**config.mk**
```make
export PLATFORM = sky130hd
export DESIGN_NAME = char_lcd_nibble_write_sequencer_flat
export DESIGN_NICKNAME = d
export VERILOG_FILES = /design/src/hw/rtl/lcdnw_pkg.sv /design/src/hw/rtl/char_lcd_nibble_write_sequencer_if.sv /design/src/hw/rtl/lcdnw_queue.sv /design/src/hw/rtl/lcdnw_front.sv /design/src/hw/rtl/lcdnw_back.sv /design/src/hw/rtl/char_lcd_nibble_write_sequencer.sv /design/src/flat_wrapper.sv
export VERILOG_INCLUDE_DIRS = /design/src /design/src/hw/rtl
export SDC_FILE = /design/constraint.sdc
export NUM_CORES = 1
export LEC_CHECK = 0
export BUFFER_PORTS_ARGS = -buffer_cell sky130_fd_sc_hd__buf_2
export CAP_MARGIN = 40
export CORE_ASPECT_RATIO = 1.75
export CORE_MARGIN = 2
export CORE_UTILIZATION = 25
export DETAILED_ROUTE_END_ITERATION = 12
export PLACE_DENSITY = 0.54
export SETUP_SLACK_MARGIN = 0.15
export SLEW_MARGIN = 20
export SYNTH_ARGS = -nofsm -noshare
export SYNTH_HDL_FRONTEND = slang
export SYNTH_SLANG_ARGS = --single-unit
```
**constraint.sdc**
```tcl
create_clock -name clk -period 1.9 [get_ports clk]
set_input_delay 0.19 -clock clk [delete_from_list [all_inputs] [get_ports clk]]
set_output_delay 0.19 -clock clk [all_outputs]
set_load 0.05 [all_outputs]
```
**src/hw/rtl/char_lcd_nibble_write_sequencer_macros.svh**
```systemverilog
// ----------------------------------------------------------------------------
// char_lcd_nibble_write_sequencer_macros.svh
// Assertion macros used by the LCD write sequencer RTL.
// ----------------------------------------------------------------------------
`ifndef CHAR_LCD_NIBBLE_WRITE_SEQUENCER_MACROS_SVH
`define CHAR_LCD_NIBBLE_WRITE_SEQUENCER_MACROS_SVH

`ifndef SYNTHESIS

// Antecedent true implies consequent true in the same cycle.
`define LCDNW_ASSERT_IMP(label, clk, rst_n, ante, cons) \
    label: assert property (@(posedge clk) disable iff (!rst_n) (ante) |-> (cons)) \
        else $error("lcdnw assertion failed");

// Antecedent true implies consequent true in the next cycle.
`define LCDNW_ASSERT_NEXT(label, clk, rst_n, ante, cons) \
    label: assert property (@(posedge clk) disable iff (!rst_n) (ante) |=> (cons)) \
        else $error("lcdnw assertion failed");

`else

`define LCDNW_ASSERT_IMP(label, clk, rst_n, ante, cons)
`define LCDNW_ASSERT_NEXT(label, clk, rst_n, ante, cons)

`endif

`endif

```
**src/hw/rtl/lcdnw_pkg.sv**
```systemverilog
// ----------------------------------------------------------------------------
// lcdnw_pkg
// Types, codes, hold times and sequence tables for the LCD write sequencer.
// ----------------------------------------------------------------------------
package lcdnw_pkg;

    localparam int HOLD_W      = 13;
    localparam int QUEUE_DEPTH = 2;
    localparam int QPTR_W      = $clog2(QUEUE_DEPTH);
    localparam int QCNT_W      = $clog2(QUEUE_DEPTH + 1);

    // Request kinds
    typedef enum logic [2:0] {
        KIND_CMD   = 3'd0,
        KIND_DATA  = 3'd1,
        KIND_INIT  = 3'd2,
        KIND_LINE1 = 3'd3,
        KIND_LINE2 = 3'd4
    } kind_t;

    // Hold times in microseconds
    localparam logic [HOLD_W-1:0] HOLD_NONE      = 13'd0;
    localparam logic [HOLD_W-1:0] HOLD_STROBE    = 13'd2;
    localparam logic [HOLD_W-1:0] HOLD_GAP       = 13'd2;
    localparam logic [HOLD_W-1:0] HOLD_BYTE      = 13'd50;
    localparam logic [HOLD_W-1:0] HOLD_PAUSE     = 13'd5050;
    localparam logic [HOLD_W-1:0] HOLD_WAKE_HIGH = 13'd100;
    localparam logic [HOLD_W-1:0] HOLD_WAKE_LOW  = 13'd5000;

    // Display command codes
    localparam logic [7:0] CMD_HOME        = 8'h02;
    localparam logic [7:0] CMD_FUNC_4BIT   = 8'h28;
    localparam logic [7:0] CMD_DISPLAY_ON  = 8'h0C;
    localparam logic [7:0] CMD_ENTRY_MODE  = 8'h06;
    localparam logic [7:0] CMD_CLEAR       = 8'h01;
    localparam logic [7:0] CMD_DDRAM_LINE1 = 8'h80;
    localparam logic [7:0] CMD_DDRAM_LINE2 = 8'hC0;

    localparam logic [3:0] NIB_WAKE  = 4'h3;
    localparam logic [3:0] NIB_4BIT  = 4'h2;
    localparam logic [3:0] NIB_ZERO  = 4'h0;

    // Sequence limits
    localparam logic [3:0] WAKE_LAST_IDX = 4'd10;
    localparam logic [2:0] BYTE_LAST_POS = 3'd5;
    localparam logic [2:0] INIT_LAST_CMD = 3'd5;

    typedef enum logic [1:0] {
        ST_IDLE,
        ST_WAKE,
        ST_BYTE
    } seq_state_t;

    // One queued job for the back end
    typedef struct packed {
        logic       init;
        logic       rs;
        logic       long_hold;
        logic [7:0] byte_value;
    } job_t;

    // One port write
    typedef struct packed {
        logic [3:0]        nibble;
        logic              reg_select;
        logic              enable;
        logic [HOLD_W-1:0] hold_us;
        logic              last;
    } wr_t;

    // Queue status seen by front and back
    typedef struct packed {
        logic full;
        logic empty;
    } q_status_t;

    function automatic logic [7:0] init_cmd(input logic [2:0] idx);
        logic [7:0] c;
        c = CMD_DDRAM_LINE1;
        case (idx)
            3'd0:    c = CMD_HOME;
            3'd1:    c = CMD_FUNC_4BIT;
            3'd2:    c = CMD_DISPLAY_ON;
            3'd3:    c = CMD_ENTRY_MODE;
            3'd4:    c = CMD_CLEAR;
            default: c = CMD_DDRAM_LINE1;
        endcase
        return c;
    endfunction

    // Wake-up part of the init sequence, eleven writes
    function automatic wr_t wake_write(input logic [3:0] idx);
        wr_t w;
        w = '0;
        case (idx)
            4'd0:    w.nibble = NIB_ZERO;
            4'd1:    w.nibble = NIB_WAKE;
            4'd2, 4'd4, 4'd6:
            begin
                w.nibble  = NIB_WAKE;
                w.enable  = 1'b1;
                w.hold_us = HOLD_WAKE_HIGH;
            end
            4'd3, 4'd5, 4'd7:
            begin
                w.nibble  = NIB_WAKE;
                w.hold_us = HOLD_WAKE_LOW;
            end
            4'd8:    w.nibble = NIB_4BIT;
            4'd9:
            begin
                w.nibble  = NIB_4BIT;
                w.enable  = 1'b1;
                w.hold_us = HOLD_WAKE_HIGH;
            end
            default:
            begin
                w.nibble  = NIB_4BIT;
                w.hold_us = HOLD_WAKE_LOW;
            end
        endcase
        return w;
    endfunction

endpackage

```
**src/hw/rtl/char_lcd_nibble_write_sequencer_if.sv**
```systemverilog
// ----------------------------------------------------------------------------
// char_lcd_nibble_write_sequencer_if
// Valid/ready channels for requests and for LCD port writes.
// ----------------------------------------------------------------------------
interface lcdnw_req_if;
    logic       valid;
    logic       ready;
    logic [2:0] kind;
    logic [7:0] byte_value;
    logic [3:0] column;

    modport source (output valid, output kind, output byte_value, output column,
                    input ready);
    modport sink   (input valid, input kind, input byte_value, input column,
                    output ready);
endinterface

interface lcdnw_wr_if;
    logic        valid;
    logic        ready;
    logic [3:0]  nibble;
    logic        reg_select;
    logic        enable;
    logic [12:0] hold_us;
    logic        last;

    modport source (output valid, output nibble, output reg_select, output enable,
                    output hold_us, output last, input ready);
    modport sink   (input valid, input nibble, input reg_select, input enable,
                    input hold_us, input last, output ready);
endinterface

```
**src/hw/rtl/lcdnw_queue.sv**
```systemverilog
// ----------------------------------------------------------------------------
// lcdnw_queue
// Short job queue between the request decoder and the write sequencer.
// ----------------------------------------------------------------------------
module lcdnw_queue
(
    input  logic                clk,
    input  logic                rst_n,
    input  logic                push,
    input  lcdnw_pkg::job_t     push_job,
    input  logic                pop,
    output lcdnw_pkg::job_t     head,
    output lcdnw_pkg::q_status_t status
);

    lcdnw_pkg::job_t                   entry_reg [lcdnw_pkg::QUEUE_DEPTH];
    logic [lcdnw_pkg::QPTR_W-1:0]      wr_ptr_reg;
    logic [lcdnw_pkg::QPTR_W-1:0]      rd_ptr_reg;
    logic [lcdnw_pkg::QCNT_W-1:0]      count_reg;
    logic [lcdnw_pkg::QCNT_W-1:0]      count_next;
    logic                              do_push;
    logic                              do_pop;

    assign status.full  = (count_reg == lcdnw_pkg::QCNT_W'(lcdnw_pkg::QUEUE_DEPTH));
    assign status.empty = (count_reg == '0);
    assign do_push      = push && !status.full;
    assign do_pop       = pop && !status.empty;
    assign head         = entry_reg[rd_ptr_reg];

    always_comb
    begin
        count_next = count_reg;
        if (do_push && !do_pop)
        begin
            count_next = count_reg + 1'b1;
        end
        else if (do_pop && !do_push)
        begin
            count_next = count_reg - 1'b1;
        end
    end

    always_ff @(posedge clk or negedge rst_n)
    begin
        if (!rst_n)
        begin
            wr_ptr_reg <= '0;
            rd_ptr_reg <= '0;
            count_reg  <= '0;
        end
        else
        begin
            count_reg <= count_next;
            if (do_push)
            begin
                wr_ptr_reg <= wr_ptr_reg + 1'b1;
            end
            if (do_pop)
            begin
                rd_ptr_reg <= rd_ptr_reg + 1'b1;
            end
        end
    end

    always_ff @(posedge clk)
    begin
        if (do_push)
        begin
            entry_reg[wr_ptr_reg] <= push_job;
        end
    end

endmodule

```
**src/hw/rtl/lcdnw_front.sv**
```systemverilog
// ----------------------------------------------------------------------------
// lcdnw_front
// Request decoder: accepts requests and turns each into a sequencer job.
// ----------------------------------------------------------------------------
module lcdnw_front
(
    lcdnw_req_if.sink            req,
    input  lcdnw_pkg::q_status_t status,
    output logic                 push,
    output lcdnw_pkg::job_t      push_job
);

    logic known;

    assign req.ready = !status.full;

    always_comb
    begin
        push_job = '0;
        known    = 1'b1;
        unique case (req.kind)
            lcdnw_pkg::KIND_CMD:
            begin
                push_job.byte_value = req.byte_value;
            end
            lcdnw_pkg::KIND_DATA:
            begin
                push_job.rs         = 1'b1;
                push_job.byte_value = req.byte_value;
            end
            lcdnw_pkg::KIND_INIT:
            begin
                push_job.init      = 1'b1;
                push_job.long_hold = 1'b1;
            end
            lcdnw_pkg::KIND_LINE1:
            begin
                push_job.long_hold  = 1'b1;
                push_job.byte_value = lcdnw_pkg::CMD_DDRAM_LINE1 | {4'h0, req.column};
            end
            lcdnw_pkg::KIND_LINE2:
            begin
                push_job.long_hold  = 1'b1;
                push_job.byte_value = lcdnw_pkg::CMD_DDRAM_LINE2 | {4'h0, req.column};
            end
            default:
            begin
                // drop undefined kinds: the transaction completes with no writes
                known = 1'b0;
            end
        endcase
    end

    assign push = req.valid && req.ready && known;

endmodule

```
**src/hw/rtl/lcdnw_back.sv**
```systemverilog
// ----------------------------------------------------------------------------
// lcdnw_back
// Write sequencer: steps through each job and emits one port write a cycle while the port is ready.
// ----------------------------------------------------------------------------
module lcdnw_back
(
    input  logic                 clk,
    input  logic                 rst_n,
    input  lcdnw_pkg::job_t      head,
    input  lcdnw_pkg::q_status_t status,
    output logic                 pop,
    lcdnw_wr_if.source           wr
);

    lcdnw_pkg::seq_state_t state_reg, state_next;
    lcdnw_pkg::job_t       job_reg, job_next;
    logic [3:0]            wake_idx_reg, wake_idx_next;
    logic [2:0]            pos_reg, pos_next;
    logic [2:0]            cmd_idx_reg, cmd_idx_next;
    logic                  out_valid_reg, out_valid_next;
    lcdnw_pkg::wr_t        out_reg, out_next;

    lcdnw_pkg::wr_t        cur;
    logic [7:0]            byte_cur;
    logic [3:0]            nib_cur;
    logic                  adv;
    logic                  emit;
    logic                  load;

    assign adv = !out_valid_reg || wr.ready;

    // Current write
    always_comb
    begin
        cur      = '0;
        byte_cur = job_reg.init ? lcdnw_pkg::init_cmd(cmd_idx_reg) : job_reg.byte_value;
        nib_cur  = (pos_reg < 3'd3) ? byte_cur[7:4] : byte_cur[3:0];
        if (state_reg == lcdnw_pkg::ST_WAKE)
        begin
            cur = lcdnw_pkg::wake_write(wake_idx_reg);
        end
        else
        begin
            cur.nibble     = nib_cur;
            cur.reg_select = job_reg.rs;
            case (pos_reg)
                3'd1, 3'd4:
                begin
                    cur.enable  = 1'b1;
                    cur.hold_us = lcdnw_pkg::HOLD_STROBE;
                end
                3'd2:
                begin
                    cur.hold_us = lcdnw_pkg::HOLD_GAP;
                end
                3'd5:
                begin
                    cur.hold_us = job_reg.long_hold ? lcdnw_pkg::HOLD_PAUSE
                                                    : lcdnw_pkg::HOLD_BYTE;
                    cur.last    = !job_reg.init || (cmd_idx_reg == lcdnw_pkg::INIT_LAST_CMD);
                end
                default:
                begin
                    cur.hold_us = lcdnw_pkg::HOLD_NONE;
                end
            endcase
        end
    end

    assign emit = adv && (state_reg != lcdnw_pkg::ST_IDLE);
    assign load = adv && !status.empty
                  && ((state_reg == lcdnw_pkg::ST_IDLE) || (emit && cur.last));
    assign pop  = load;

    // Next state
    always_comb
    begin
        state_next     = state_reg;
        job_next       = job_reg;
        wake_idx_next  = wake_idx_reg;
        pos_next       = pos_reg;
        cmd_idx_next   = cmd_idx_reg;
        out_valid_next = out_valid_reg;
        out_next       = out_reg;

        if (adv)
        begin
            out_valid_next = emit;
            out_next       = cur;
        end

        unique case (state_reg)
            lcdnw_pkg::ST_IDLE:
            begin
            end
            lcdnw_pkg::ST_WAKE:
            begin
                if (emit)
                begin
                    if (wake_idx_reg == lcdnw_pkg::WAKE_LAST_IDX)
                    begin
                        state_next   = lcdnw_pkg::ST_BYTE;
                        pos_next     = '0;
                        cmd_idx_next = '0;
                    end
                    else
                    begin
                        wake_idx_next = wake_idx_reg + 1'b1;
                    end
                end
            end
            lcdnw_pkg::ST_BYTE:
            begin
                if (emit)
                begin
                    if (cur.last)
                    begin
                        state_next = lcdnw_pkg::ST_IDLE;
                    end
                    else if (pos_reg == lcdnw_pkg::BYTE_LAST_POS)
                    begin
                        pos_next     = '0;
                        cmd_idx_next = cmd_idx_reg + 1'b1;
                    end
                    else
                    begin
                        pos_next = pos_reg + 1'b1;
                    end
                end
            end
            default:
            begin
                state_next = lcdnw_pkg::ST_IDLE;
            end
        endcase

        // start the next job straight after the last write of this one
        if (load)
        begin
            job_next      = head;
            state_next    = head.init ? lcdnw_pkg::ST_WAKE : lcdnw_pkg::ST_BYTE;
            wake_idx_next = '0;
            pos_next      = '0;
            cmd_idx_next  = '0;
        end
    end

    always_ff @(posedge clk or negedge rst_n)
    begin
        if (!rst_n)
        begin
            state_reg     <= lcdnw_pkg::ST_IDLE;
            wake_idx_reg  <= '0;
            pos_reg       <= '0;
            cmd_idx_reg   <= '0;
            out_valid_reg <= 1'b0;
        end
        else
        begin
            state_reg     <= state_next;
            wake_idx_reg  <= wake_idx_next;
            pos_reg       <= pos_next;
            cmd_idx_reg   <= cmd_idx_next;
            out_valid_reg <= out_valid_next;
        end
    end

    always_ff @(posedge clk)
    begin
        job_reg <= job_next;
        out_reg <= out_next;
    end

    assign wr.valid      = out_valid_reg;
    assign wr.nibble     = out_reg.nibble;
    assign wr.reg_select = out_reg.reg_select;
    assign wr.enable     = out_reg.enable;
    assign wr.hold_us    = out_reg.hold_us;
    assign wr.last       = out_reg.last;

endmodule

```
**src/hw/rtl/char_lcd_nibble_write_sequencer.sv**
```systemverilog
// ----------------------------------------------------------------------------
// char_lcd_nibble_write_sequencer
// Character LCD 4-bit bus controller: turns requests into ordered port writes.
// ----------------------------------------------------------------------------
// Path: a request is pushed into the job queue, then loaded into the write
// sequencer, whose first write is registered at the output. Throughput: one
// port write per cycle while the port is ready; the write sequencer sets the rate,
// and requests queue ahead. Undefined kinds are accepted and produce no writes.
// Reset: asynchronous; empties the job queue, idles the sequencer, drops valid.
// ----------------------------------------------------------------------------
`include "char_lcd_nibble_write_sequencer_macros.svh"

module char_lcd_nibble_write_sequencer
(
    input  logic       clk,
    input  logic       rst_n,
    lcdnw_req_if.sink  req,
    lcdnw_wr_if.source wr
);

    lcdnw_pkg::job_t      push_job;
    lcdnw_pkg::job_t      head;
    lcdnw_pkg::q_status_t status;
    logic                 push;
    logic                 pop;

    lcdnw_front u_front
    (
        .req      (req),
        .status   (status),
        .push     (push),
        .push_job (push_job)
    );

    lcdnw_queue u_queue
    (
        .clk      (clk),
        .rst_n    (rst_n),
        .push     (push),
        .push_job (push_job),
        .pop      (pop),
        .head     (head),
        .status   (status)
    );

    lcdnw_back u_back
    (
        .clk    (clk),
        .rst_n  (rst_n),
        .head   (head),
        .status (status),
        .pop    (pop),
        .wr     (wr)
    );

    // Strobe writes never end a request
    `LCDNW_ASSERT_IMP(a_strobe_not_last, clk, rst_n, wr.valid && wr.enable, !wr.last)

    // Enable high holds only for a strobe or wake-high time
    `LCDNW_ASSERT_IMP(a_strobe_hold, clk, rst_n, wr.valid && wr.enable,
        wr.hold_us == lcdnw_pkg::HOLD_STROBE || wr.hold_us == lcdnw_pkg::HOLD_WAKE_HIGH)

    // Never pop an empty queue
    `LCDNW_ASSERT_IMP(a_no_pop_empty, clk, rst_n, pop, !status.empty)

    // A push without a pop leaves the queue non-empty
    `LCDNW_ASSERT_NEXT(a_push_fills, clk, rst_n, push && !pop, !status.empty)

endmodule
```
**src/flat_wrapper.sv**
```systemverilog
// flat-port wrapper written by rule: the top's interface ports become plain ports
module char_lcd_nibble_write_sequencer_flat 
  (clk, rst_n, req_valid, req_kind, req_byte_value, req_column, req_ready, wr_valid, wr_nibble, wr_reg_select, wr_enable, wr_hold_us, wr_last, wr_ready);
  lcdnw_req_if req_i ();
  lcdnw_wr_if wr_i ();
  input  logic clk;
  input  logic rst_n;
  input wire logic [$bits(req_i.valid)-1:0] req_valid;
  input wire logic [$bits(req_i.kind)-1:0] req_kind;
  input wire logic [$bits(req_i.byte_value)-1:0] req_byte_value;
  input wire logic [$bits(req_i.column)-1:0] req_column;
  output wire logic [$bits(req_i.ready)-1:0] req_ready;
  output wire logic [$bits(wr_i.valid)-1:0] wr_valid;
  output wire logic [$bits(wr_i.nibble)-1:0] wr_nibble;
  output wire logic [$bits(wr_i.reg_select)-1:0] wr_reg_select;
  output wire logic [$bits(wr_i.enable)-1:0] wr_enable;
  output wire logic [$bits(wr_i.hold_us)-1:0] wr_hold_us;
  output wire logic [$bits(wr_i.last)-1:0] wr_last;
  input wire logic [$bits(wr_i.ready)-1:0] wr_ready;
  assign req_i.valid = req_valid;
  assign req_i.kind = req_kind;
  assign req_i.byte_value = req_byte_value;
  assign req_i.column = req_column;
  assign req_ready = req_i.ready;
  assign wr_valid = wr_i.valid;
  assign wr_nibble = wr_i.nibble;
  assign wr_reg_select = wr_i.reg_select;
  assign wr_enable = wr_i.enable;
  assign wr_hold_us = wr_i.hold_us;
  assign wr_last = wr_i.last;
  assign wr_i.ready = wr_ready;
  char_lcd_nibble_write_sequencer u_core (.clk(clk), .rst_n(rst_n), .req(req_i), .wr(wr_i));
endmodule
```
Word level (Yosys, flattened, before mapping)

Memories as Yosys holds them, arrays and structs flattened.
Cells that the tools add are included.

Flip-flop bits (word level): 48
Latch bits: 0
Memory bits (writable): 22
ROM bits: 0
Input port bits: 19
Output and inout bits: 22
Word-level logic and storage cells: 144
Memories kept: 1

Memories:

| memory                   | depth | width | rd ports | clocked after memory_dff | write ports | RTL line          | RTL |
|---|---|---|---|---|---|---|---|
| u_core.u_queue.entry_reg | 2     | 11    | 1        | 0                        | 1           | lcdnw_queue.sv:16 | `lcdnw_pkg::job_t entry_reg [lcdnw_pkg::QUEUE_DEPTH];` |

Add/subtract/negate cells: 7
Multipliers: 0
Divide/modulo/power cells: 0
$lt $le $gt $ge: 1
Equality and inequality tests: 34
Shift-type cells: 0
Muxes and demuxes: 43
Bitwise operators: 0
Reductions and logical operators: 41

Operator list:

| kind                                           | number |
|---|---|
| one-hot mux 13 bit (2 select lines)            | 2 |
| one-hot mux 8 bit (5 select lines)             | 1 |
| 2-to-1 mux 3 bit                               | 10 |
| one-hot mux 8 bit (3 select lines)             | 1 |
| 2-to-1 mux 20 bit                              | 1 |
| 2-to-1 mux 4 bit                               | 5 |
| == test 4 x 3 -> 1 bit (second input constant) | 4 |
| 2-to-1 mux 2 bit                               | 8 |
| == test 3 x 2 -> 1 bit (second input constant) | 5 |
| == test 3 bit (second input constant)          | 5 |
| != test 3 x 2 -> 1 bit (second input constant) | 5 |
| 2-to-1 mux 13 bit                              | 1 |
| == test 4 bit (second input constant)          | 3 |
| one-hot mux 3 bit (2 select lines)             | 2 |
| logical AND 1 bit                              | 10 |
| AND reduction 5 bit                            | 2 |
| == test 3 x 1 -> 1 bit (second input constant) | 3 |
| 2-to-1 mux 1 bit                               | 9 |
| OR reduction 3 bit                             | 3 |
| == test 4 x 2 -> 1 bit (second input constant) | 2 |
| 2-to-1 mux 8 bit                               | 1 |
| nonzero test 2 bit                             | 4 |
| OR reduction 7 bit                             | 1 |
| adder 3 x 1 -> 3 bit (second input constant)   | 2 |
| other kinds (23)                               | 36 |

Longest topological paths before layout

Gate-level depths: netlist of the first run.

Depth after elaboration: 12
Gate-level depth with buffers: 11
Mapped depth without buffers: 10

Hierarchy

From an unflattened synthesis of the first run, not the netlist that was laid out.

Cell total of the unflattened synthesis: 260
Area, all modules: 3214.3 sq um

By module, submodules not included:

| module      | instances | cells an instance | area each (sq um) | sequential area each (sq um) |
|---|---|---|---|---|
| lcdnw_back  | 1         | 181               | 2009.4            | 1016.0 |
| lcdnw_queue | 1         | 53                | 991.0             | 760.7 |
| lcdnw_front | 1         | 26                | 214.0             | 0.0 |

Least setup slack after synthesis of the first run

Ideal clock, no wire load.

Kind: reg2reg
Start point: reg u_core.u_back.out_valid_reg (netlist: u_core.u_back.wr.valid)
End point: reg u_core.u_queue.count_reg[1] (netlist bit)
Setup time: 0.079 ns
Arrival: 2.232 ns
Data required time: 1.821 ns
Setup slack: -0.411 ns
Cell stages (with the launch flop): 11
Path buffers: 2
Clock period less this slack: 2.311 ns
Path through: dfrtp_1 nor2b_1 clkbuf_2 inv_2 o21ai_1 a21oi_2 buf_6 inv_1 ha_1 nor2_1 xor2_1

Longest elaborated chain between the ends: 10
Elaborated cells between the ends (all ways): 13
Those cells by class: mux (1); reduce/logical (12)

RTL lines:

| element                                                | RTL line          | RTL |
|---|---|---|
| from (decl)                                            | lcdnw_back.sv:20  | `logic out_valid_reg, out_valid_next;` |
| from (signal assigned)                                 | lcdnw_back.sv:164 | `out_valid_reg <= out_valid_next;` |
| zero test 1 bit (*)                                    | lcdnw_back.sv:30  | `assign adv = !out_valid_reg \|\| wr.ready;` |
| logical OR 1 bit (*)                                   | lcdnw_back.sv:30  |  |
| via u_core.u_back.adv                                  | lcdnw_back.sv:26  | `logic adv;` |
| logical AND 1 bit                                      | lcdnw_back.sv:70  | `assign emit = adv && (state_reg != lcdnw_pkg::ST_IDLE);` |
| logical AND 1 bit                                      | lcdnw_back.sv:72  | `&& ((state_reg == lcdnw_pkg::ST_IDLE) \|\| (emit && cur.last));` |
| logical OR 1 bit                                       | lcdnw_back.sv:72  |  |
| logical AND 1 bit (*)                                  | lcdnw_back.sv:72  |  |
| logical AND 1 bit (*)                                  | lcdnw_queue.sv:27 | `assign do_pop = pop && !status.empty;` |
| zero test 1 bit                                        | lcdnw_queue.sv:33 | `if (do_push && !do_pop)` |
| logical AND 1 bit                                      | lcdnw_queue.sv:33 |  |
| 2-to-1 mux 2 bit or nonzero test 2 bit (tied branches) | n/a               |  |
| to (signal assigned)                                   | lcdnw_queue.sv:53 | `count_reg <= count_next;` |
| to (decl)                                              | lcdnw_queue.sv:19 | `logic [lcdnw_pkg::QCNT_W-1:0] count_reg;` |

The timed path passes the listed nets; every way through them passes the cells marked *.
A chain may end at the register's enable or synchronous reset.

Worst setup path after layout of the first run

Start point: reg u_core.u_back.cmd_idx_reg[1]
End point: reg u_core.u_queue.count_reg[1] (netlist bit)

Longest elaborated chain between the ends: 11
Elaborated cells between the ends (all ways): 13
Those cells by class: eq/ne (1); mux (3); reduce/logical (9)

RTL lines:

| element                                                | RTL line          | RTL |
|---|---|---|
| from (decl)                                            | lcdnw_back.sv:19  | `logic [2:0] cmd_idx_reg, cmd_idx_next;` |
| from (signal assigned)                                 | lcdnw_back.sv:163 | `cmd_idx_reg <= cmd_idx_next;` |
| == test 3 bit (*)                                      | lcdnw_back.sv:60  | `cur.last = !job_reg.init \|\| (cmd_idx_reg == lcdnw_pkg::INIT_LAST_CMD);` |
| logical OR 1 bit (*)                                   | lcdnw_back.sv:60  |  |
| 2-to-1 mux 1 bit (*)                                   | lcdnw_back.sv:46  | `case (pos_reg)` |
| 2-to-1 mux 20 bit (*)                                  | lcdnw_back.sv:38  | `if (state_reg == lcdnw_pkg::ST_WAKE)` |
| logical AND 1 bit (*)                                  | lcdnw_back.sv:72  |  |
| logical OR 1 bit (*)                                   | lcdnw_back.sv:72  |  |
| logical AND 1 bit (*)                                  | lcdnw_back.sv:72  |  |
| logical AND 1 bit (*)                                  | lcdnw_queue.sv:27 |  |
| zero test 1 bit                                        | lcdnw_queue.sv:33 |  |
| logical AND 1 bit                                      | lcdnw_queue.sv:33 |  |
| 2-to-1 mux 2 bit or nonzero test 2 bit (tied branches) | n/a               |  |

Every way passes the cells marked *; elsewhere a longest branch is shown, timed or not.

==> impl_results.md, run 1 <==
- Fin. Hold Viols: 0
- Sw Share: 0.383
- Cells on worst reg2reg path: 10
- Number of vias per cell: 4.36
- Dpl cell area: 0.00351 mm²
- Bufs on Longest Clock Path: 2
- First-pass GRT wire length: 10200 µm
- Critical path required time: 2.15 ns
- Hold Path Depth: 2
- Startpoint types: flip-flop
- Final HPWL DP: 4410 µm
- Period minus WS final: 1.71 ns
- Logic gate share of total power: 0.384
- Ys flop type: edfxtp_1
- Multi-input gate area: 0.00125 mm²
- Root Driver: clkbuf_16
- Arrival @ worst endpoint: 1.96 ns
- RSZ-0062 raised after global routing: yes
- Cells after Synth: 258
- Initial Utilization: 0.257
- Post-synth top area cell: edfxtp_1
- Net Sw Power: 2.28 mW
- GRT Util Overall: 0.101
- Tot Pwr: 5.94 mW
- Initial DRT Pass Iterations: 4
- Reg power frac: 0.360
- Clock power share: 0.256
- Post-synth cell types: 56
- EDFF count, synth: 45
- Outcome: finished clean
- CTS HTree Levels: 3
- Grt ovf: 0
- TritonCTS buffer count: 9
- WL final: 6090 µm
- Worst skew pair latency: 0.33 ns
- Hold Path Class: primary input to flip-flop
- Antenna violations before repair: 0
- Final Net Count: 335
- Fillers: 1246
- Die ar.: 0.0134 mm²
- Endpoints failing setup: 0
- Avg Cell Area, Syn: 12.0 µm²
- FF+latch count, synth: 62
- Design Area, Final: 0.00389 mm²
- Worst-path maximum fanout: 3
- Largest register FFs: 22
- Share of cells above drive strength 1: 0.334
- Register area: 0.00178 mm²
- GP Congestion: 0.771
- Max-slew violation count: 0
- F_max: 585 MHz
- Max cap viols: 0
- Largest cells by area after synthesis: edfxtp_1 43%, dfrtp_1 14%, mux2_2 4.3%
- Vias in the first global route: 2116
- Yosys warnings: 0
- P per Cell Area: 1530 mW/mm²
- Chip Width: 88.3 µm
- Area Overhead vs Synth: 25.3%
- Clock sink count: 62
- Initial drt markers: 97
- Synth top area share: 0.435
- Worst vdd ir: 538 µV
- Via count: 2074
- DRC viols: 0
- WS Path Type: flip-flop to flip-flop
- Io pins: 41
- Placeable Area: 0.0121 mm²
- FFs w/ async S/R, synth: 0.274
- Clk_skew: 0.00515 ns
- Leakage power: 1.52 nW
- Register area share after synthesis: 0.572
- Crit end category: flip-flop
- Setup WS post-layout: 0.191 ns
- Synth Cell Area: 0.00311 mm²
- Largest net degree at the start of global routing: 21
- Post-route ant nets: 0
- PortBufs: 37
- Pre-CTS setup slack: 0.0149 ns
- WL per Instance: 12.8 µm
- Die Ht: 151 µm
- Final Cycle Share: 0.899
- Number of diodes: 0
- Cell Int Power: 3.66 mW
- CTS clk-pin slew, worst paths: 0.06 ns
- CTS tree: built
- Row cnt: 53
[kinds of logic after synthesis]
group,Yosys count,synth area share
multiplexers,15,0.0536
flip-flops,62,0.572
XOR/XNOR,10,0.0282
other,1,0.00121
AND/OR/NAND/NOR,73,0.126
buffers and inverters,33,0.0592
adder cells (fa/ha/maj),10,0.0403
AO/OA/AOI/OAI,54,0.119
[synthesized netlist by cell type, drive strengths merged (2+ instances only)]
cell type and count:
nor2b 7, nand2b 5, nor3 4, a22oi 5, nand4b 2, nand4 2, a21oi 9, o31ai 2
inv 14, a21o 3, nand2 13, a31oi 3, clkbuf 3, dfrtp 17, o211ai 2, edfxtp 45
mux2 13, mux2i 2, xnor2 5, and2 6, nand3 5, o21ai 17, a311oi 2, and3 2
buf 15, nand3b 3, xor2 5, ha 10, nor2 19
[per-stage QoR]
stage	instances	hold WS, ns	setup TNS (ns)	util
finish	476	0.170	0	0.323
detailed placement	454	0.151	0	0.291
global placement	454	0.151	0	0.291
floorplan	260	-0.106	-0.0713	-
global route	476	0.189	0	0.323
CTS	475	0.166	0	0.319
[final timing paths]
path                                                   start                             end  slack [ns]
worst max-delay path            u_core.u_back.cmd_idx_reg[1]     u_core.u_queue.count_reg[1]        0.19
worst min-delay path                       req_byte_value[4]  u_core.u_queue.entry_reg[0][4]        0.17
worst max register to register  u_core.u_back.cmd_idx_reg[1]     u_core.u_queue.count_reg[1]        0.19
worst min register to register     u_core.u_queue.wr_ptr_reg       u_core.u_queue.wr_ptr_reg        0.51
max in group asynchronous                              rst_n    u_core.u_back.cmd_idx_reg[0]        1.25
min in group asynchronous                              rst_n        u_core.u_back.pos_reg[2]        0.33
[repair_timing]
action / in CTS / in global routing
hold buffers: 1 / 0
hold endpoints to repair: 17 / 0
endpoints found under the setup margin: 14 / 20
resized for setup: 3 / 9
buffers inserted: 4 / 1
pin swaps: 3 / 7
[worst max-delay path: stages (launching register included)]
cell	delay (ns)
dfrtp_1	0.38
inv_2	0.08
ha_4	0.15
a21bo_4	0.14
nand3_4	0.08
a21oi_4	0.17
inv_4	0.05
ha_4	0.15
xor2_1	0.13
nor2_1	0.13
xor2_1	0.16
[per-layer routing]
| metal | track usage | up-vias | wire length [µm] |
|---|---|---|---|
| met2 | 0.183 | 49 | 3380 |
| met1 | 0.0996 | 991 | 2250 |
| li1 | - | 1020 | - |
| met3 | 0.0211 | 14 | 230 |
| met5 | 0 | - | 0 |
| met4 | 0.0674 | 0 | 238 |
[power by group through the flow]
stage | clock network [mW] | logic (mW) | registers (mW)
after CTS | 1.56 | 2.26 | 2.13
final | 1.52 | 2.28 | 2.14
after global placement | 0 | 2.18 | 2.14
after floorplan | 0 | 1.41 | 2.49
after detailed placement | 0 | 2.20 | 2.15
after global routing | 1.63 | 2.48 | 2.18
[cell usage in the layout, fill, tap and decap left out, types with 9 or more instances in the layout]
cell / n
edfxtp_1: 45
buf_2: 37
nor2_1: 18
buf_4: 15
dfrtp_1: 14
o21ai_0: 13
nand2_1: 13
mux2_2: 12
inv_1: 10
clkbuf_16: 9
[layout make-up]
| cell class | instances | share of cell area |
|---|---|---|
| Multi-Input combinational cell | 165 | 0.320 |
| Tap cell | 165 | 0.0530 |
| Timing Repair Buffer | 53 | 0.0790 |
| Clock inverter | 7 | 0.0141 |
| Inverter | 15 | 0.0183 |
| Clock buffer | 9 | 0.0578 |
| Sequential cell | 62 | 0.457 |
Note: power is estimated with default switching activity, not from simulation.
==> inputs of run 2 (changes only) <==
CORE_ASPECT_RATIO = 1.4   (was 1.75)
MAX_ROUTING_LAYER = met4   (was unset)
SYNTH_HIERARCHICAL = 1   (was unset)
==> run 2 against run 1 <==
  * Clock skew hardly changed
  * Global-route usage is 0.73 points lower
  * Area after synthesis is 3.5% higher
  * Core utilization is 0.98 points higher
  * First-iteration DRC count is 30% lower
  * Critical path type unchanged
  * Critical endpoint is now u_core/u_back/wr.nibble[1]
==> impl_results.md, run 2 <==
- Outcome: finished clean
- Setup TNS: 0 ns
- Period minus WS final: 1.87 ns
- Commonest cells after routing, fill and taps aside: 45 x edfxtp_1, 37 x buf_2, 31 x buf_4, 22 x nor2_1
- Register area share after synthesis: 0.553
- Yosys warnings: 6
- Largest net degree at the start of global routing: 18
- DRC viols: 0
- Post-route ant nets: 0
- Worst vdd ir: 560 µV
- Largest cells by area after synthesis: edfxtp_1 42%, dfrtp_1 13%, ha_1 3.9%
- Net Sw Power: 2.34 mW
- Root Driver: clkbuf_16
- Fin cells: 483
- Setup WS post-layout: 0.0286 ns
- Vias in the first global route: 2104
- Number of vias per cell: 4.47
- EDFF count, synth: 45
- Initial DRT Pass Iterations: 4
- Die ar.: 0.0138 mm²
- Placed cell count: 453
- Io pins: 41
- Leading cell types by count after synthesis: 45 x edfxtp_1, 26 x nor2_1, 17 x dfrtp_1
- Via count: 2159
- Die Ht: 138 µm
- Initial Utilization: 0.253
- Post-synth top area cell: edfxtp_1
- Fin. Hold Viols: 0
- Hold Path Class: primary input to flip-flop
- Cells on worst reg2reg path: 6
- Most frequent cell after synthesis: edfxtp_1
- Worst-path maximum fanout: 3
- Ys flop type: edfxtp_1
- Final HPWL DP: 4620 µm
- Synth top area share: 0.420
- Grt ovf: 0
- Leakage power: 1.73 nW
- Clock power share: 0.233
- Hold Path Depth: 2
- FFs w/ async S/R, synth: 0.274
- WL per Instance: 13.1 µm
- Post-synth cell types: 53
- Flop-to-flop setup slack: 0.03 ns
- CTS HTree Levels: 3
- Placeable Area: 0.0127 mm²
- Reg-to-Reg Start: u_core/u_back/cmd_idx_reg[1]
- Largest register FFs: 22
- Avg Cell Area, Syn: 12.4 µm²
- Crit end category: flip-flop
- Sw Share: 0.374
- TritonCTS buffer count: 9
- Initial drt markers: 68
- FF+latch count, synth: 62
- Synth Cell Area: 0.00321 mm²
- Critical path required time: 1.97 ns
- Final Net Count: 354
- Arrival @ worst endpoint: 1.94 ns
- HP Start: req_byte_value[5]
- WL final: 6340 µm
- Clock sink count: 62
- Startpoint types: flip-flop
- WS Path Type: flip-flop to flip-flop
- Worst skew pair latency: 0.32 ns
- Max cap viols: 0
- Final Cycle Share: 0.985
- Share of cells above drive strength 1: 0.403
- Max-slew violation count: 0
- Hold-critical path endpoint: u_core/u_queue/entry_reg[1][5]
- Row cnt: 49
- Cell Int Power: 3.92 mW
- P per Cell Area: 1490 mW/mm²
- CTS tree: built
- Endpoints failing setup: 0
- Most common cell after layout, fill and taps aside: edfxtp_1
- First-pass GRT wire length: 10000 µm
- Cells after Synth: 260
- Chip Width: 99.8 µm
- Clk_skew: 0.00561 ns
- GRT Util Overall: 0.0936
- Tot Pwr: 6.27 mW
- Pre-CTS setup slack: -0.00577 ns
- Antenna violations before repair: 0
- Number of diodes: 0
- RSZ-0062 raised after global routing: yes
- Bufs on Longest Clock Path: 2
- GP Congestion: 0.799
- Area Overhead vs Synth: 31.3%
- Critical R2R Capture: u_core/u_back/wr.nibble[1]
- Logic gate share of total power: 0.425
- PortBufs: 37
- Reg power frac: 0.342
- F_max: 534 MHz
- CTS clk-pin slew, worst paths: 0.06 ns
==> run 2: kinds of logic after synthesis <==
family / count (synthesis) / share of synthesized area
flops: 62 / 0.553
mux: 20 / 0.0716
fa+ha+maj: 10 / 0.0389
compound gates: 48 / 0.109
buf+inv: 32 / 0.0580
simple gates: 77 / 0.141
other cells: 1 / 0.00117
xor+xnor: 10 / 0.0272
==> run 2: layer usage <==
layer | global-route usage | part of all wire
met1 | 0.104 | 0.41
met3 | 0.0258 | 0.047
met2 | 0.160 | 0.54
met4 | 0.0339 | 0.0054
met5 | - | 0
==> run 2: power groups by stage <==
stage                     Combinational (mW)  Clock, mW  Sequential [mW]
after CTS                               2.41       1.50             2.14
final                                   2.66       1.46             2.14
after global routing                    2.90       1.56             2.18
after floorplan                         1.56          0             2.36
after global placement                  2.26          0             2.14
after detailed placement                2.29          0             2.15
==> run 2: worst max path at each step <==
stage	startpoint	end	slack (ns)	cells past startpoint
2_1_floorplan	u_core/u_back/wr.valid	u_core/u_queue/count_reg[1]	0.002	9
3_3_place_gp	u_core/u_back/cmd_idx_reg[0]	u_core/u_back/wake_idx_reg[1]	0.03	7
3_5_place_dp	u_core/u_back/cmd_idx_reg[0]	u_core/u_queue/count_reg[1]	-0.006	9
4_1_cts	u_core/u_back/cmd_idx_reg[1]	u_core/u_back/wr.nibble[1]	0.04	6
5_1_grt	u_core/u_back/cmd_idx_reg[0]	u_core/u_queue/count_reg[1]	-0.007	9
6_report	u_core/u_back/cmd_idx_reg[1]	u_core/u_back/wr.nibble[1]	0.03	6
==> run 2: final cells by class <==
class | instances | area (µm²)
clock buffers | 9 | 225
clock inverters | 7 | 48.8
fillers | 1247 | 8470
inverters | 12 | 52.6
multi-input cells | 168 | 1460
flip-flops and latches | 62 | 1780
well taps | 153 | 191
repair buffers | 72 | 462
==> run 2: metrics by stage <==
stage | util | instance area (µm²) | hold WS, ns
4_1_cts | 0.320 | 4060 | 0.168
3_5_place_dp | 0.291 | 3690 | 0.165
5_1_grt | 0.332 | 4220 | 0.190
6_report | 0.332 | 4220 | 0.175
2_1_floorplan | - | 3300 | -0.106
3_3_place_gp | 0.291 | 3690 | 0.170
==> run 2: timing repair <==
item | CTS | global route
hold buffers | 1 | 0
resized for setup | 14 | 17
pin swaps | 6 | 10
buffers inserted | 4 | 9
setup endpoints to repair | 10 | 13
endpoints found under the hold margin | 17 | 0
==> run 2: worst max-delay path, stage by stage, from the launching register on <==
cell and delay [ns]:
dfrtp_1 0.40, buf_6 0.13, ha_4 0.15, ha_4 0.15, a21o_1 0.14, mux4_2 0.45
o21a_1 0.20
==> inputs of run 3 (changes only) <==
CTS_CLUSTER_SIZE = 28   (was unset)
GPL_TIMING_DRIVEN = 0   (was unset)
SLEW_MARGIN = unset   (was 20)
==> run 3 against run 2 <==
  * Critical path type unchanged
  * Core utilization rose by 0.57 points
  * Flip-flop and latch count did not move
  * Clock-buffer cell count did not move
  * Largest cell class unchanged
  * Final cell count rose by 2.3%
  * Worst hold slack got worse by 0.020 ns
  * Clock power up 5%
  * Clock skew is 0.0022 ns higher
  * Power is 1.0% higher
==> impl_results.md, run 3 (same netlist as run 2, synthesis figures left out) <==
- Outcome: finished clean
- CTS clk-pin slew, worst paths: 0.06 ns
- Vias in the first global route: 2031
- Row cnt: 49
- Die ar.: 0.0138 mm²
- Grt ovf: 0
- CTS HTree Levels: 3
- Initial drt markers: 38
- Bufs on Longest Clock Path: 2
- WL final: 6180 µm
- WS Path Type: flip-flop to flip-flop
- Period minus WS final: 1.86 ns
- Max cap viols: 0
- F_max: 538 MHz
- Arrival @ worst endpoint: 1.95 ns
- Multi-input gate area: 0.00144 mm²
- Max-slew violation count: 0
- Via count: 2153
- Commonest cells after routing, fill and taps aside: 45 x edfxtp_1, 41 x buf_2, 34 x buf_4, 21 x nor2_1, 15 x dfrtp_1
- Fillers: 1263
- WL per Instance: 12.5 µm
- Register area: 0.00178 mm²
- Largest net degree at the start of global routing: 19
- Dpl cell area: 0.00368 mm²
- Area Overhead vs Synth: 33.5%
- Fin. Hold Viols: 0
- Clk_skew: 0.00776 ns
- Crit end category: flip-flop
- Hold Path Class: primary input to flip-flop
- GRT Util Overall: 0.0946
- Final Net Count: 365
- Flop-to-flop setup slack: 0.04 ns
- Share of cells above drive strength 1: 0.419
- Critical R2R Capture: u_core/u_back/wr.nibble[1]
- Worst vdd ir: 662 µV
- Hold-critical path endpoint: u_core/u_queue/entry_reg[0][5]
- PortBufs: 37
- CTS tree: built
- First-pass GRT wire length: 9960 µm
- Core Util, Final: 0.338
- Initial DRT Pass Iterations: 4
- HP Start: req_byte_value[5]
- Design Area, Final: 0.00429 mm²
- Worst skew pair latency: 0.33 ns
- Io pins: 41
- Startpoint types: flip-flop
- Number of vias per cell: 4.36
- Placeable Area: 0.0127 mm²
- Endpoints failing setup: 0
- Initial Utilization: 0.253
- P per Cell Area: 1480 mW/mm²
- Critical path required time: 1.99 ns
- Setup TNS: 0 ns
- Root Driver: clkbuf_16
- Die Ht: 138 µm
- Chip Width: 99.8 µm
- Antenna violations before repair: 0
- DRC viols: 0
- Worst-path maximum fanout: 5
- Most common cell after layout, fill and taps aside: edfxtp_1
- Number of diodes: 0
- Leakage power: 1.78 nW
- TritonCTS buffer count: 9
- RSZ-0062 raised after global routing: yes
- Hold Path Depth: 2
- Largest register FFs: 22
- Reg-to-Reg Start: u_core/u_back/cmd_idx_reg[0]
- Final Cycle Share: 0.979
- GP Congestion: 0.735
- Final HPWL DP: 4250 µm
- Cells on worst reg2reg path: 5
- Clock sink count: 62
- Post-route ant nets: 0
==> run 3: cell types whose count changed in the layout (fill, tap and decap cells not counted), sizes merged <==
cell,previous run,this run
clkbuf,9,10
clkinvlp,4,5
clkinv,4,1
inv,11,13
buf,71,81
==> run 3: cell type report <==
cell class              instances  area share
repair buffers                 63      0.0939
well taps                     153      0.0446
inverters                      12      0.0122
plain buffers                  20      0.0347
flip-flops and latches         62       0.415
clock buffers                   9      0.0525
multi-input cells             168       0.334
clock inverters                 7      0.0131
==> run 3: repair_timing <==
item | CTS | global route
gates resized for setup | 19 | 10
pin swaps | 9 | 9
hold buffers | 1 | 0
setup buffers | 11 | 14
hold endpoints to repair | 17 | 0
setup endpoints to repair | 15 | 40
==> run 3: layer usage <==
metal,up-vias,global-route usage,share of wire
met5,-,-,0
met4,0,0.0519,0.028
met3,14,0.0207,0.040
met2,60,0.151,0.51
met1,997,0.109,0.42
li1,1082,-,-
==> run 3: power breakdown <==
group	leakage [nW]	internal, mW	total [mW]	switching (mW)
clock	0.130	0.896	1.54	0.639
sequential	0.635	1.88	2.07	0.191
combinational	1.01	1.17	2.73	1.55
==> run 3: stage by stage <==
stage | setup slack [ns] | power, mW | instances | hold slack (ns)
finish | 0.0401 | 6.33 | 494 | 0.156
global route | -0.0536 | 6.69 | 494 | 0.182
CTS | 0.0353 | 6.14 | 480 | 0.151
detailed placement | -0.205 | 4.39 | 452 | 0.165
global placement | -0.187 | 4.35 | 452 | 0.163
floorplan | 0.00177 | 3.92 | 262 | -0.106
==> run 3: critical path, cell delays in order, from the launching register on <==
cell,delay (ns)
dfrtp_2,0.44
ha_2,0.18
ha_2,0.18
a21o_1,0.15
mux4_2,0.48
o21a_1,0.19
==> run 3: how the worst max path moves through the flow <==
stage                                 startpoint                           to  slack, ns  cells after the start
global placement     u_core/u_queue/count_reg[0]  u_core/u_queue/count_reg[1]      -0.19                      8
floorplan                 u_core/u_back/wr.valid  u_core/u_queue/count_reg[1]      0.002                      9
CTS                 u_core/u_back/cmd_idx_reg[0]   u_core/u_back/wr.nibble[1]       0.04                      5
detailed placement   u_core/u_queue/count_reg[0]  u_core/u_queue/count_reg[1]      -0.21                      8
global route         u_core/u_queue/count_reg[0]  u_core/u_queue/count_reg[1]      -0.05                      8
finish              u_core/u_back/cmd_idx_reg[0]   u_core/u_back/wr.nibble[1]       0.04                      5
